===== config.mk =====
export PLATFORM = sky130hd
export DESIGN_NAME = geonet_wifi_frame_filter_flat
export DESIGN_NICKNAME = d
export VERILOG_FILES = /design/src/gwff_pkg.sv /design/src/gwff_in_if.sv /design/src/gwff_out_if.sv /design/src/gwff_parse.sv /design/src/gwff_outq.sv /design/src/geonet_wifi_frame_filter.sv /design/src/flat_wrapper.sv
export SDC_FILE = /design/constraint.sdc
export NUM_CORES = 1
export LEC_CHECK = 0
export ABC_CLOCK_PERIOD_IN_PS = 5200
export BUFFER_PORTS_ARGS = -buffer_cell sky130_fd_sc_hd__buf_2
export CORE_UTILIZATION = 34
export DETAILED_ROUTE_END_ITERATION = 10
export PLACE_DENSITY = 0.59
export SETUP_SLACK_MARGIN = 0.5
export SLEW_MARGIN = 20
export SYNTH_ARGS = -nofsm -noshare
export SYNTH_HDL_FRONTEND = slang
export SYNTH_SLANG_ARGS = --single-unit

===== constraint.sdc =====
create_clock -name i_clk -period 5.2 [get_ports i_clk]
set_input_delay 0.52 -clock i_clk [delete_from_list [all_inputs] [get_ports i_clk]]
set_output_delay 0.52 -clock i_clk [all_outputs]
set_load 0.03 [all_outputs]

===== src/gwff_pkg.sv =====
// Shared types and constants for the WLAN GeoNetworking frame filter.
// No dependencies; gwff_parse, gwff_outq and the top level import this package.
`timescale 1ns / 1ps

package gwff_pkg;

    localparam int unsigned CFG_INDEX_WIDTH = 1;
    localparam int unsigned CFG_DATA_WIDTH  = 16;
    localparam int unsigned CAP_WIDTH       = 16;
    localparam int unsigned HDR_WIDTH       = 6;

    // Configuration register indexes
    localparam logic [CFG_INDEX_WIDTH-1:0] CFG_FILTER_ENABLE = 1'd0;
    localparam logic [CFG_INDEX_WIDTH-1:0] CFG_MAX_CAPTURE   = 1'd1;

    localparam logic [HDR_WIDTH-1:0] HDR_BASE     = 6'd24;
    localparam logic [HDR_WIDTH-1:0] HDR_ADDR4    = 6'd6;
    localparam logic [HDR_WIDTH-1:0] HDR_QOS      = 6'd2;
    localparam logic [HDR_WIDTH-1:0] HDR_ORDER    = 6'd4;
    localparam logic [HDR_WIDTH-1:0] SNAP_LEN     = 6'd8;
    localparam logic [HDR_WIDTH-1:0] MIN_FRAME    = 6'd32;
    localparam logic [1:0]           TYPE_DATA    = 2'd2;

    typedef struct packed {
        logic                 filter_enable;
        logic [CAP_WIDTH-1:0] max_capture_length;
    } t_cfg;

    typedef struct packed {
        logic                 accept;
        logic [CAP_WIDTH-1:0] captured_length;
        logic                 truncated;
    } t_result;

    typedef struct packed {
        logic       valid;
        logic       ready;
        logic [1:0] count;
    } t_queue_status;

    // LLC/SNAP header followed by the GeoNetworking EtherType
    function automatic logic [7:0] snap_byte(input logic [2:0] idx);
        logic [7:0] b;
        case (idx)
            3'd0:    b = 8'haa;
            3'd1:    b = 8'haa;
            3'd2:    b = 8'h03;
            3'd3:    b = 8'h00;
            3'd4:    b = 8'h00;
            3'd5:    b = 8'h00;
            3'd6:    b = 8'h89;
            3'd7:    b = 8'h47;
            default: b = 8'h00;
        endcase
        return b;
    endfunction

endpackage


===== src/gwff_in_if.sv =====
// Byte request channel into the frame filter.
// Depends on nothing.
`timescale 1ns / 1ps

interface gwff_in_if;
    logic       valid;
    logic       ready;
    logic [7:0] frame_byte;
    logic       is_last;
    logic       from_wlan;

    modport source (output valid, frame_byte, is_last, from_wlan, input ready);
    modport sink   (input valid, frame_byte, is_last, from_wlan, output ready);
endinterface


===== src/gwff_out_if.sv =====
// Verdict request channel out of the frame filter.
// Depends on nothing.
`timescale 1ns / 1ps

interface gwff_out_if;
    logic        valid;
    logic        ready;
    logic        accept;
    logic [15:0] captured_length;
    logic        truncated;

    modport source (output valid, accept, captured_length, truncated, input ready);
    modport sink   (input valid, accept, captured_length, truncated, output ready);
endinterface


===== src/gwff_parse.sv =====
// Per-frame parser: header length, SNAP match, byte count and verdict.
// Depends on gwff_pkg.
`timescale 1ns / 1ps

module gwff_parse
    import gwff_pkg::*;
#(
    parameter int unsigned LENGTH_WIDTH = 16
) (
    input  logic       i_clk,
    input  logic       i_rst_n,
    input  logic       i_valid,
    input  logic [7:0] i_byte,
    input  logic       i_last,
    input  logic       i_wlan,
    input  t_cfg       i_cfg,
    output logic       o_push,
    output t_result    o_result
);

    localparam logic [LENGTH_WIDTH-1:0] LEN_MAX = '1;

    logic [LENGTH_WIDTH-1:0] r_byte_count, n_byte_count;
    logic [15:0]             r_fc, n_fc;
    logic [HDR_WIDTH-1:0]    r_hdr, n_hdr;
    logic                    r_snap, n_snap;
    logic                    r_wlan, n_wlan;
    logic                    r_over, n_over;

    logic [LENGTH_WIDTH-1:0] pos, off, hdr_ext, win_end, min_ext;
    logic                    in_window, at_max;
    logic [CAP_WIDTH-1:0]    len16, limit, cap;
    logic                    too_long;

    always_comb begin
        pos     = r_byte_count;
        at_max  = (pos == LEN_MAX);
        n_fc    = r_fc;
        n_hdr   = r_hdr;
        n_wlan  = r_wlan;
        if (pos == '0) begin
            n_wlan = i_wlan;
            n_fc   = {8'h00, i_byte};
        end else if (pos == LENGTH_WIDTH'(1)) begin
            n_fc  = {i_byte, r_fc[7:0]};
            n_hdr = HDR_BASE
                  + ((n_fc[9:8] == 2'b11) ? HDR_ADDR4 : '0)
                  + (n_fc[7] ? HDR_QOS : '0)
                  + (n_fc[15] ? HDR_ORDER : '0);
        end

        hdr_ext   = LENGTH_WIDTH'(r_hdr);
        win_end   = LENGTH_WIDTH'(r_hdr + SNAP_LEN);
        off       = pos - hdr_ext;
        in_window = (pos >= hdr_ext) && (pos < win_end);
        n_snap    = r_snap && !(in_window && (i_byte != snap_byte(off[2:0])));

        n_byte_count = at_max ? pos : pos + LENGTH_WIDTH'(1);
        n_over       = r_over | at_max;

        // Clamp the limit: zero acts as one, and never beyond the counter range
        len16 = CAP_WIDTH'(n_byte_count);
        limit = (i_cfg.max_capture_length == '0) ? CAP_WIDTH'(1) : i_cfg.max_capture_length;
        if (limit > CAP_WIDTH'(LEN_MAX)) limit = CAP_WIDTH'(LEN_MAX);
        too_long = len16 > limit;
        cap      = too_long ? limit : len16;

        min_ext = LENGTH_WIDTH'(MIN_FRAME);
        o_push  = i_valid && i_last;
        o_result.captured_length = cap;
        o_result.truncated       = n_over || too_long;
        o_result.accept = !i_cfg.filter_enable
            || (n_wlan && (n_fc[3:2] == TYPE_DATA) && n_snap
                && (n_over || ((n_byte_count >= min_ext)
                    && (n_byte_count >= LENGTH_WIDTH'(n_hdr + SNAP_LEN)))));
    end

    always_ff @(posedge i_clk) begin
        if (!i_rst_n) begin
            r_byte_count <= '0;
            r_fc         <= '0;
            r_hdr        <= HDR_BASE;
            r_snap       <= 1'b1;
            r_wlan       <= 1'b0;
            r_over       <= 1'b0;
        end else if (i_valid) begin
            if (i_last) begin
                // Return all per-frame state to idle
                r_byte_count <= '0;
                r_fc         <= '0;
                r_hdr        <= HDR_BASE;
                r_snap       <= 1'b1;
                r_wlan       <= 1'b0;
                r_over       <= 1'b0;
            end else begin
                r_byte_count <= n_byte_count;
                r_fc         <= n_fc;
                r_hdr        <= n_hdr;
                r_snap       <= n_snap;
                r_wlan       <= n_wlan;
                r_over       <= n_over;
            end
        end
    end

    a_clear_after_last: assert property (@(posedge i_clk) disable iff (!i_rst_n)
        (i_valid && i_last) |=> (r_byte_count == '0 && r_snap && !r_over))
        else $error("frame state not cleared after last byte");

    a_hdr_range: assert property (@(posedge i_clk) disable iff (!i_rst_n)
        (!r_hdr[0] && r_hdr >= HDR_BASE && r_hdr <= HDR_BASE + 6'd12))
        else $error("header length out of range");

    a_over_saturated: assert property (@(posedge i_clk) disable iff (!i_rst_n)
        r_over |-> (r_byte_count == LEN_MAX))
        else $error("overflow set below saturation");

endmodule


===== src/gwff_outq.sv =====
// Two-entry result queue that parts the parser from the output handshake.
// Depends on gwff_pkg.
`timescale 1ns / 1ps

module gwff_outq
    import gwff_pkg::*;
(
    input  logic          i_clk,
    input  logic          i_rst_n,
    input  logic          i_push,
    input  t_result       i_data,
    input  logic          i_pop,
    output t_result       o_data,
    output t_queue_status o_status
);

    t_result    r_slot [2];
    logic       r_wr_ptr, r_rd_ptr;
    logic [1:0] r_count, n_count;

    always_comb begin
        n_count = r_count + {1'b0, i_push} - {1'b0, i_pop};
        o_data  = r_slot[r_rd_ptr];
        o_status.valid = (r_count != 2'd0);
        o_status.ready = (r_count != 2'd2);
        o_status.count = r_count;
    end

    always_ff @(posedge i_clk) begin
        if (!i_rst_n) begin
            r_wr_ptr <= 1'b0;
            r_rd_ptr <= 1'b0;
            r_count  <= 2'd0;
        end else begin
            if (i_push) r_wr_ptr <= !r_wr_ptr;
            if (i_pop)  r_rd_ptr <= !r_rd_ptr;
            r_count <= n_count;
        end
    end

    always_ff @(posedge i_clk) begin
        if (i_push) r_slot[r_wr_ptr] <= i_data;
    end

    a_no_overflow: assert property (@(posedge i_clk) disable iff (!i_rst_n)
        (i_push && r_count == 2'd2) |-> i_pop)
        else $error("push into full result queue");

    a_no_underflow: assert property (@(posedge i_clk) disable iff (!i_rst_n)
        i_pop |-> (r_count != 2'd0))
        else $error("pop from empty result queue");

endmodule


===== src/geonet_wifi_frame_filter.sv =====
// Top level of the WLAN GeoNetworking frame filter.
// Depends on gwff_pkg, gwff_in_if, gwff_out_if, gwff_parse and gwff_outq.
`timescale 1ns / 1ps

// Takes one frame byte per clock and gives one verdict per frame, on its last byte:
// accept, captured length (clamped to max_capture_length) and truncated. A byte is
// registered on arrival and processed in the following cycle; the verdict is ready
// on the output channel in the cycle after that. A byte is accepted every cycle; the
// input stalls only when the two-entry result queue and the byte in flight would
// leave no room for a verdict. Configuration is written through i_cfg_we/i_cfg_index/
// i_cfg_wdata (index 0: filter_enable, index 1: max_capture_length); the user must
// write it only while no frame is in flight, as the block does not enforce this.
module geonet_wifi_frame_filter
    import gwff_pkg::*;
#(
    parameter int unsigned LENGTH_WIDTH = 16
) (
    input  logic                       i_clk,
    input  logic                       i_rst_n,
    gwff_in_if.sink                    i_in,
    gwff_out_if.source                 o_out,
    input  logic                       i_cfg_we,
    input  logic [CFG_INDEX_WIDTH-1:0] i_cfg_index,
    input  logic [CFG_DATA_WIDTH-1:0]  i_cfg_wdata
);

    t_cfg          r_cfg;
    logic          r_in_valid;
    logic [7:0]    r_in_byte;
    logic          r_in_last;
    logic          r_in_wlan;
    logic          push;
    logic          pop;
    t_result       result;
    t_result       q_data;
    t_queue_status q_status;
    logic [1:0]    used;

    always_ff @(posedge i_clk) begin
        if (!i_rst_n) begin
            r_cfg.filter_enable      <= 1'b1;
            r_cfg.max_capture_length <= '1;
        end else if (i_cfg_we) begin
            case (i_cfg_index)
                CFG_FILTER_ENABLE: r_cfg.filter_enable      <= i_cfg_wdata[0];
                CFG_MAX_CAPTURE:   r_cfg.max_capture_length <= i_cfg_wdata;
                default: ;
            endcase
        end
    end

    // Reserve a queue slot for a last byte still in the input register
    always_comb begin
        pop        = q_status.valid && o_out.ready;
        used       = q_status.count + {1'b0, r_in_valid && r_in_last} - {1'b0, pop};
        i_in.ready = (used < 2'd2);
    end

    always_ff @(posedge i_clk) begin
        if (!i_rst_n) begin
            r_in_valid <= 1'b0;
        end else begin
            r_in_valid <= i_in.valid && i_in.ready;
        end
    end

    always_ff @(posedge i_clk) begin
        if (i_in.valid && i_in.ready) begin
            r_in_byte <= i_in.frame_byte;
            r_in_last <= i_in.is_last;
            r_in_wlan <= i_in.from_wlan;
        end
    end

    gwff_parse #(
        .LENGTH_WIDTH(LENGTH_WIDTH)
    ) u_parse (
        .i_clk    (i_clk),
        .i_rst_n  (i_rst_n),
        .i_valid  (r_in_valid),
        .i_byte   (r_in_byte),
        .i_last   (r_in_last),
        .i_wlan   (r_in_wlan),
        .i_cfg    (r_cfg),
        .o_push   (push),
        .o_result (result)
    );

    gwff_outq u_outq (
        .i_clk    (i_clk),
        .i_rst_n  (i_rst_n),
        .i_push   (push),
        .i_data   (result),
        .i_pop    (pop),
        .o_data   (q_data),
        .o_status (q_status)
    );

    assign o_out.valid           = q_status.valid;
    assign o_out.accept          = q_data.accept;
    assign o_out.captured_length = q_data.captured_length;
    assign o_out.truncated       = q_data.truncated;

    a_push_has_room: assert property (@(posedge i_clk) disable iff (!i_rst_n)
        push |-> (q_status.ready || pop))
        else $error("verdict produced with no queue room");

endmodule

===== src/flat_wrapper.sv =====
// flat-port wrapper written by rule: the top's interface ports become plain ports
module geonet_wifi_frame_filter_flat import gwff_pkg::*;
#(
    parameter int unsigned LENGTH_WIDTH = 16
)
  (i_clk, i_rst_n, i_cfg_we, i_cfg_index, i_cfg_wdata, i_in_valid, i_in_frame_byte, i_in_is_last, i_in_from_wlan, i_in_ready, o_out_valid, o_out_accept, o_out_captured_length, o_out_truncated, o_out_ready);
  gwff_in_if i_in_i ();
  gwff_out_if o_out_i ();
  input  logic i_clk;
  input  logic i_rst_n;
  input  logic i_cfg_we;
  input  logic [CFG_INDEX_WIDTH-1:0] i_cfg_index;
  input  logic [CFG_DATA_WIDTH-1:0] i_cfg_wdata;
  input wire logic [$bits(i_in_i.valid)-1:0] i_in_valid;
  input wire logic [$bits(i_in_i.frame_byte)-1:0] i_in_frame_byte;
  input wire logic [$bits(i_in_i.is_last)-1:0] i_in_is_last;
  input wire logic [$bits(i_in_i.from_wlan)-1:0] i_in_from_wlan;
  output wire logic [$bits(i_in_i.ready)-1:0] i_in_ready;
  output wire logic [$bits(o_out_i.valid)-1:0] o_out_valid;
  output wire logic [$bits(o_out_i.accept)-1:0] o_out_accept;
  output wire logic [$bits(o_out_i.captured_length)-1:0] o_out_captured_length;
  output wire logic [$bits(o_out_i.truncated)-1:0] o_out_truncated;
  input wire logic [$bits(o_out_i.ready)-1:0] o_out_ready;
  assign i_in_i.valid = i_in_valid;
  assign i_in_i.frame_byte = i_in_frame_byte;
  assign i_in_i.is_last = i_in_is_last;
  assign i_in_i.from_wlan = i_in_from_wlan;
  assign i_in_ready = i_in_i.ready;
  assign o_out_valid = o_out_i.valid;
  assign o_out_accept = o_out_i.accept;
  assign o_out_captured_length = o_out_i.captured_length;
  assign o_out_truncated = o_out_i.truncated;
  assign o_out_i.ready = o_out_ready;
  geonet_wifi_frame_filter #(.LENGTH_WIDTH(LENGTH_WIDTH)) u_core (.i_clk(i_clk), .i_rst_n(i_rst_n), .i_in(i_in_i), .o_out(o_out_i), .i_cfg_we(i_cfg_we), .i_cfg_index(i_cfg_index), .i_cfg_wdata(i_cfg_wdata));
endmodule

Word-level counts from Yosys, hierarchy flattened
Memory sizes are Yosys's and may differ from the RTL's. A register that Yosys moved wholly into a read port is not among the register bits.
Index checks and enable logic that the tools add are counted.
Word-level totals
  flip-flop bits (word level): 65
  latch bits: 0
  RAM bits: 36
  bits in read-only memories: 56
  output and inout port bits: 20
  word-level logic and storage cells: 86
  memories kept: 2
Memories
  (no name shown): words 8, width 7, rd ports 1, clocked after memory_dff 0, wr ports 0, line gwff_pkg.sv:44  | case (idx)
  u_core.u_outq.r_slot: words 2, width 18, rd ports 1, clocked after memory_dff 1, wr ports 1, line gwff_outq.sv:17  | t_result r_slot [2];
Cells by class
  $add $sub $neg: 9
  $mul: 0
  div/mod/pow operators: 0
  order comparisons: 7
  equality and inequality tests: 5
  shift-type cells: 0
  mux-type cells: 21
  bitwise logic cells: 2
  reduce and logical (&&, ||, !) cells: 24
Operator list (count)
  2-to-1 mux 16 bit: 5
  logical NOT 16 bit: 2
  2-to-1 mux 6 bit: 3
  adder 16 x 1 -> 16 bit (second input constant): 1
  equality test 16 x 1 -> 1 bit (second input constant): 1
  equality test 16 bit (second input constant): 1
  >= comparator 16 x 6 -> 1 bit: 1
  >= comparator 16 x 6 -> 1 bit (second input constant): 1
  >= comparator 16 x 7 -> 1 bit: 1
  > comparator 16 bit: 1
  > comparator 16 bit (second input constant): 1
  less-than comparator 16 x 7 -> 1 bit: 1
  2-to-1 mux 8 bit: 2
  adder 6 x 4 -> 7 bit (second input constant): 2
  logical AND 1 bit: 10
  2-to-1 mux 1 bit: 8
  != test 8 bit: 1
  adder 5 x 3 -> 6 bit (first input constant): 1
  adder 6 x 2 -> 6 bit: 1
  adder 6 x 3 -> 6 bit: 1
  2-to-1 mux 3 bit: 2
  AND reduction 2 bit: 3
  equality test 2 bit (second input constant): 2
  logical NOT 1 bit: 4
  9 further kinds: 12

Depth between registers and ports, before layout
  depth after elaboration: 13
  gate-level depth with buffers: 15

Modules after synthesis
Synthesis repeated with hierarchy kept, for this count alone.
Second synthesis, totals
  cells, all modules: 535
  area, all modules: 5475.3 um^2
By module, submodules not included
  gwff_parse: times used 1, cells each 364, area each 2916.5 um^2, sequential area each 560.5 um^2
  gwff_outq: times used 1, cells each 77, area each 1577.8 um^2, sequential area each 1181.1 um^2
  geonet_wifi_frame_filter: times used 1, cells each 94, area each 980.9 um^2, sequential area each 660.6 um^2

Least setup slack after synthesis
No wires, ideal clock.
  kind: register to register
  start: register u_core.u_parse.r_byte_count[1] (netlist: u_core.u_parse.pos[1])
  end: memory u_core.u_outq.r_slot[0][13] in the netlist's numbering (data pin)
  arrival time: 3665 ps
  setup slack: 1272 ps
  cell stages (with the launch flop): 13
  buffers on the path: 1
  clock period less this slack: 3928 ps
  path through: dfxtp_1 ha_1 nand4_4 nor4_1 nor3_1 xor2_1 ha_1 nand4_1 nor4_1 a22oi_1 a21oi_1 buf_2 mux2_2
RTL lines
  start: declaration: line gwff_parse.sv:23  | logic [LENGTH_WIDTH-1:0] r_byte_count, n_byte_count;
  start signal: assignment: line gwff_parse.sv:96  | r_byte_count <= n_byte_count;
  end: declaration: line gwff_outq.sv:17

==> results.sh <==
export IMPL_grt_pass1_wl_mm=20.89
export IMPL_drv_cap=0
export IMPL_synth_most_common_cell="dfxtp_1"
export IMPL_p_seq_share_pct=46.1
export IMPL_rsz0062_at_grt="no"
export IMPL_grt_pass1_vias=4087
export IMPL_drt_iter0_drc=243
export IMPL_yosys_warnings=0
export IMPL_internal_power_w=0.001393
export IMPL_synth_seq_cells=97
export IMPL_syn_avg_cell_area_sq_um=10.25
export IMPL_cts_resized=0
export IMPL_synth_area_leaders="edfxtp_1, dfxtp_1, ha_1"
export IMPL_avgRoutedWirePerCell_microns=16.41
export IMPL_cp_max_fo=9
export IMPL_worstPathArrival_ns=4.49
export IMPL_die_area_sq_mm=0.01663
export IMPL_tightest_slew_ns=1.029
export IMPL_powerDensity_mw_per_mm2=327.3
export IMPL_hold_buffers=0
export IMPL_grt_busiest_layer="met2"
export IMPL_die_h_microns=129.0
export IMPL_criticalPathCategory="flop to flop"
export IMPL_antenna_found_initial=0
export IMPL_ant_nets=0
export IMPL_n_antenna_cell=0
export IMPL_skew_ns=0.006426
export IMPL_switching_power_w=0.0006543
export IMPL_syn2layout_area_growth_pct=14.08
export IMPL_power_w=0.002047
export IMPL_dp_cells=785
export IMPL_cts_max_level=3
export IMPL_io_pins=52
export IMPL_drt_pass1_iter_count=5
export IMPL_synth_top_cell_by_area="edfxtp_1"
export IMPL_gr_usage_all_layers_pct=16.39
export IMPL_fin_crit_ns=4.394
export IMPL_slew_viol_final=0
export IMPL_synthArstFlopShare_pct=0
export IMPL_yosys_top_cells_count="dfxtp_1, edfxtp_1, inv_1, ha_1, nand2_1"
export IMPL_clock_root_buffer="clkbuf_16"
export IMPL_ys_flop_type="dfxtp_1"
export IMPL_syn_nets=610
export IMPL_clkSinkCount=97
export IMPL_die_x_microns=129.0
export IMPL_viasPerCell=5.193
export IMPL_clock_path_buffers=2
export IMPL_synth_edf_count=46
export IMPL_mappedNetlistArea_sq_mm=0.005482
export IMPL_grt_max_degree=49
export IMPL_grtUsageMet3_pct=3.617
export IMPL_pwr_share_comb_pct=23.2
export IMPL_synthCells=535
export IMPL_num_nets_final=656
export IMPL_setup_worst_path_start_class="flop"
export IMPL_finish_instance_area_sq_mm=0.006254
export IMPL_p_leak_nw=2.532
export IMPL_cts_tree="built"
export IMPL_clkSlewWorstSetupHoldPaths_ns=0.07
export IMPL_cts_buffers=9
export IMPL_worstSetupEndpointType="flop"
export IMPL_insertion_delay_ns=0.35
export IMPL_cp_required_ns=5.30
export IMPL_remaining_drc_errors=0
export IMPL_core_sq_mm=0.01583
export IMPL_hold_viol=0
export IMPL_outcome="completed"
export IMPL_dpl_hpwl_mm=9.666
export IMPL_seq_area_frac_synth_pct=43.83
export IMPL_stdcell_count=802
export IMPL_slowest_stage="or4_1"
export IMPL_grtUsageMet1_pct=21.02
export IMPL_synth_top_area_share_pct=25.20
export IMPL_drive_above_1_share_pct=20.31
export IMPL_finalSetupViolCount=0
export IMPL_drt_wl_total_mm=13.16
export IMPL_grt_overflow_total=0
export IMPL_num_vias=4165
export IMPL_yosys_cell_types_count=58
export IMPL_worstPathCellList="ha_1 -> nand4_4 -> or4_1 -> nand4_1 -> xnor2_1 -> ha_1 -> nand4_1 -> nor4_1 -> a22oi_1 -> a21oi_1 -> buf_4 -> mux2_2"
export IMPL_critical_path_max_stage_delay_ns=0.72
export IMPL_fin_crit_sh_pct=84.50
export IMPL_clkPwrFrac_pct=30.7
export IMPL_vdd_drop_max_mv=0.1685
export IMPL_slew_headroom_pct=31.15
export IMPL_io_buffers=51
export IMPL_placed_cell_area_sq_mm=0.005964
export IMPL_start_util_pct=34.63
export IMPL_hold_class="input pin to flop"
export IMPL_max_freq_mhz=227.6
export IMPL_place_congestion=0.8587
export IMPL_cts_setup_buffers=0
export IMPL_gr_usage_met2_pct=26.68
export IMPL_netSwitchingFraction_pct=31.96
export IMPL_rows=46
export IMPL_fin_tns_setup_ns=0
==> routing by layer <==
| layer | vias to the layer above | routed length (microns) |
|---|---|---|
| met3 | 20 | 686 |
| li1 | 2049 | - |
| met5 | - | 0 |
| met2 | 121 | 5948 |
| met4 | 0 | 284 |
| met1 | 1975 | 6237 |
==> power groups by stage <==
| stage | combinational (W) | clock [W] | sequential [W] |
|---|---|---|---|
| after floorplan | 0.000359 | 0 | 0.000925 |
| after global placement | 0.000462 | 0 | 0.000957 |
| after detailed placement | 0.000477 | 0 | 0.000961 |
| after CTS | 0.000480 | 0.000643 | 0.000944 |
| after global routing | 0.000518 | 0.000670 | 0.000953 |
| final | 0.000476 | 0.000629 | 0.000943 |
==> through the flow <==
step                      hold slack [ns]  util, %  worst slack [ns]
final                              0.3406    39.51            0.8060
after global routing               0.3318    39.51            0.5131
after CTS                          0.3296    39.42            0.7908
after detailed placement           0.4689    37.68            0.8145
after global placement             0.4504    37.68             1.016
after floorplan                    0.4374        -             1.272
==> worst max-delay path, delay by kind of cell, from the launching register on <==
| kind | cells | cell delay [ns] |
|---|---|---|
| AOI/OAI and AO/OA | 2 | 0.68 |
| buffers and inverters | 1 | 0.29 |
| adders and majority gates | 2 | 0.73 |
| and+or+nand+nor | 5 | 1.48 |
| muxes | 1 | 0.36 |
| xor gates and xnor gates | 1 | 0.14 |
| DFF | 1 | 0.46 |
==> cell families after synthesis <==
family | after synthesis | share of synthesized area (%)
xor+xnor | 15 | 2.397
simple gates | 159 | 16.57
buf+inv | 72 | 5.090
mux | 45 | 9.153
flops | 97 | 43.83
compound gates | 103 | 12.69
fa+ha+maj | 44 | 10.27
==> worst paths after layout <==
| path | start | slack [ns] | endpoint | cells past startpoint |
|---|---|---|---|---|
| worst max-delay path | u_core.u_parse.pos[1]$_SDFFE_PN0P_ | 0.81 | u_core.u_outq.r_slot[1][6]$_DFFE_PP_ | 12 |
| worst min-delay path | i_in_frame_byte[6] | 0.34 | u_core.r_in_byte[6]$_DFFE_PP_ | 1 |
| worst max register to register | u_core.u_parse.pos[1]$_SDFFE_PN0P_ | 0.81 | u_core.u_outq.r_slot[1][6]$_DFFE_PP_ | 12 |
| worst min register to register | u_core.u_parse.r_fc[7]$_SDFFE_PN0P_ | 0.48 | u_core.u_parse.r_fc[7]$_SDFFE_PN0P_ | 2 |
==> flip-flops by register name, summed over array words and instances, names as in the netlist, named ones only <==
name / count
u_core.u_outq.r_wr_ptr: 1
u_core.u_outq.r_rd_ptr: 1
u_core.r_in_byte: 8
u_core.u_parse.r_snap: 1
u_core.u_parse.r_over: 1
u_core.r_in_valid: 1
u_core.r_in_wlan: 1
u_core.u_outq.r_slot: 36
u_core.u_parse.pos: 16
u_core.u_parse.r_fc: 3
u_core.r_in_last: 1
u_core.r_cfg: 17
u_core.u_outq.r_count: 2
u_core.u_parse.r_wlan: 1
u_core.u_parse.r_hdr: 6
==> cell type report <==
cell class | count | area, sq um
sequential | 97 | 2402
multi-input combinational | 366 | 2800
tap | 216 | 270.3
inverter | 47 | 176.4
fill | 1544 | 9574
clock buffer | 12 | 246.5
timing repair buffer | 60 | 330.3
clock inverter | 4 | 27.53
==> cell usage in the layout, fill, tap and decap left out, types with 13 or more instances in the layout <==
master / synthesis / layout
and2_1: 21 / 21
inv_1: 46 / 46
mux2i_1: 13 / 13
edfxtp_1: 46 / 46
dfxtp_1: 51 / 51
a21oi_1: 19 / 19
nor2_1: 16 / 16
ha_1: 41 / 41
o21ai_0: 19 / 19
nand2_1: 41 / 41
mux2_2: 31 / 31
buf_2: 7 / 51
nand4_1: 13 / 13
nor2b_1: 13 / 13
o211ai_1: 18 / 18
Note: power is estimated with default switching activity, not from simulation.
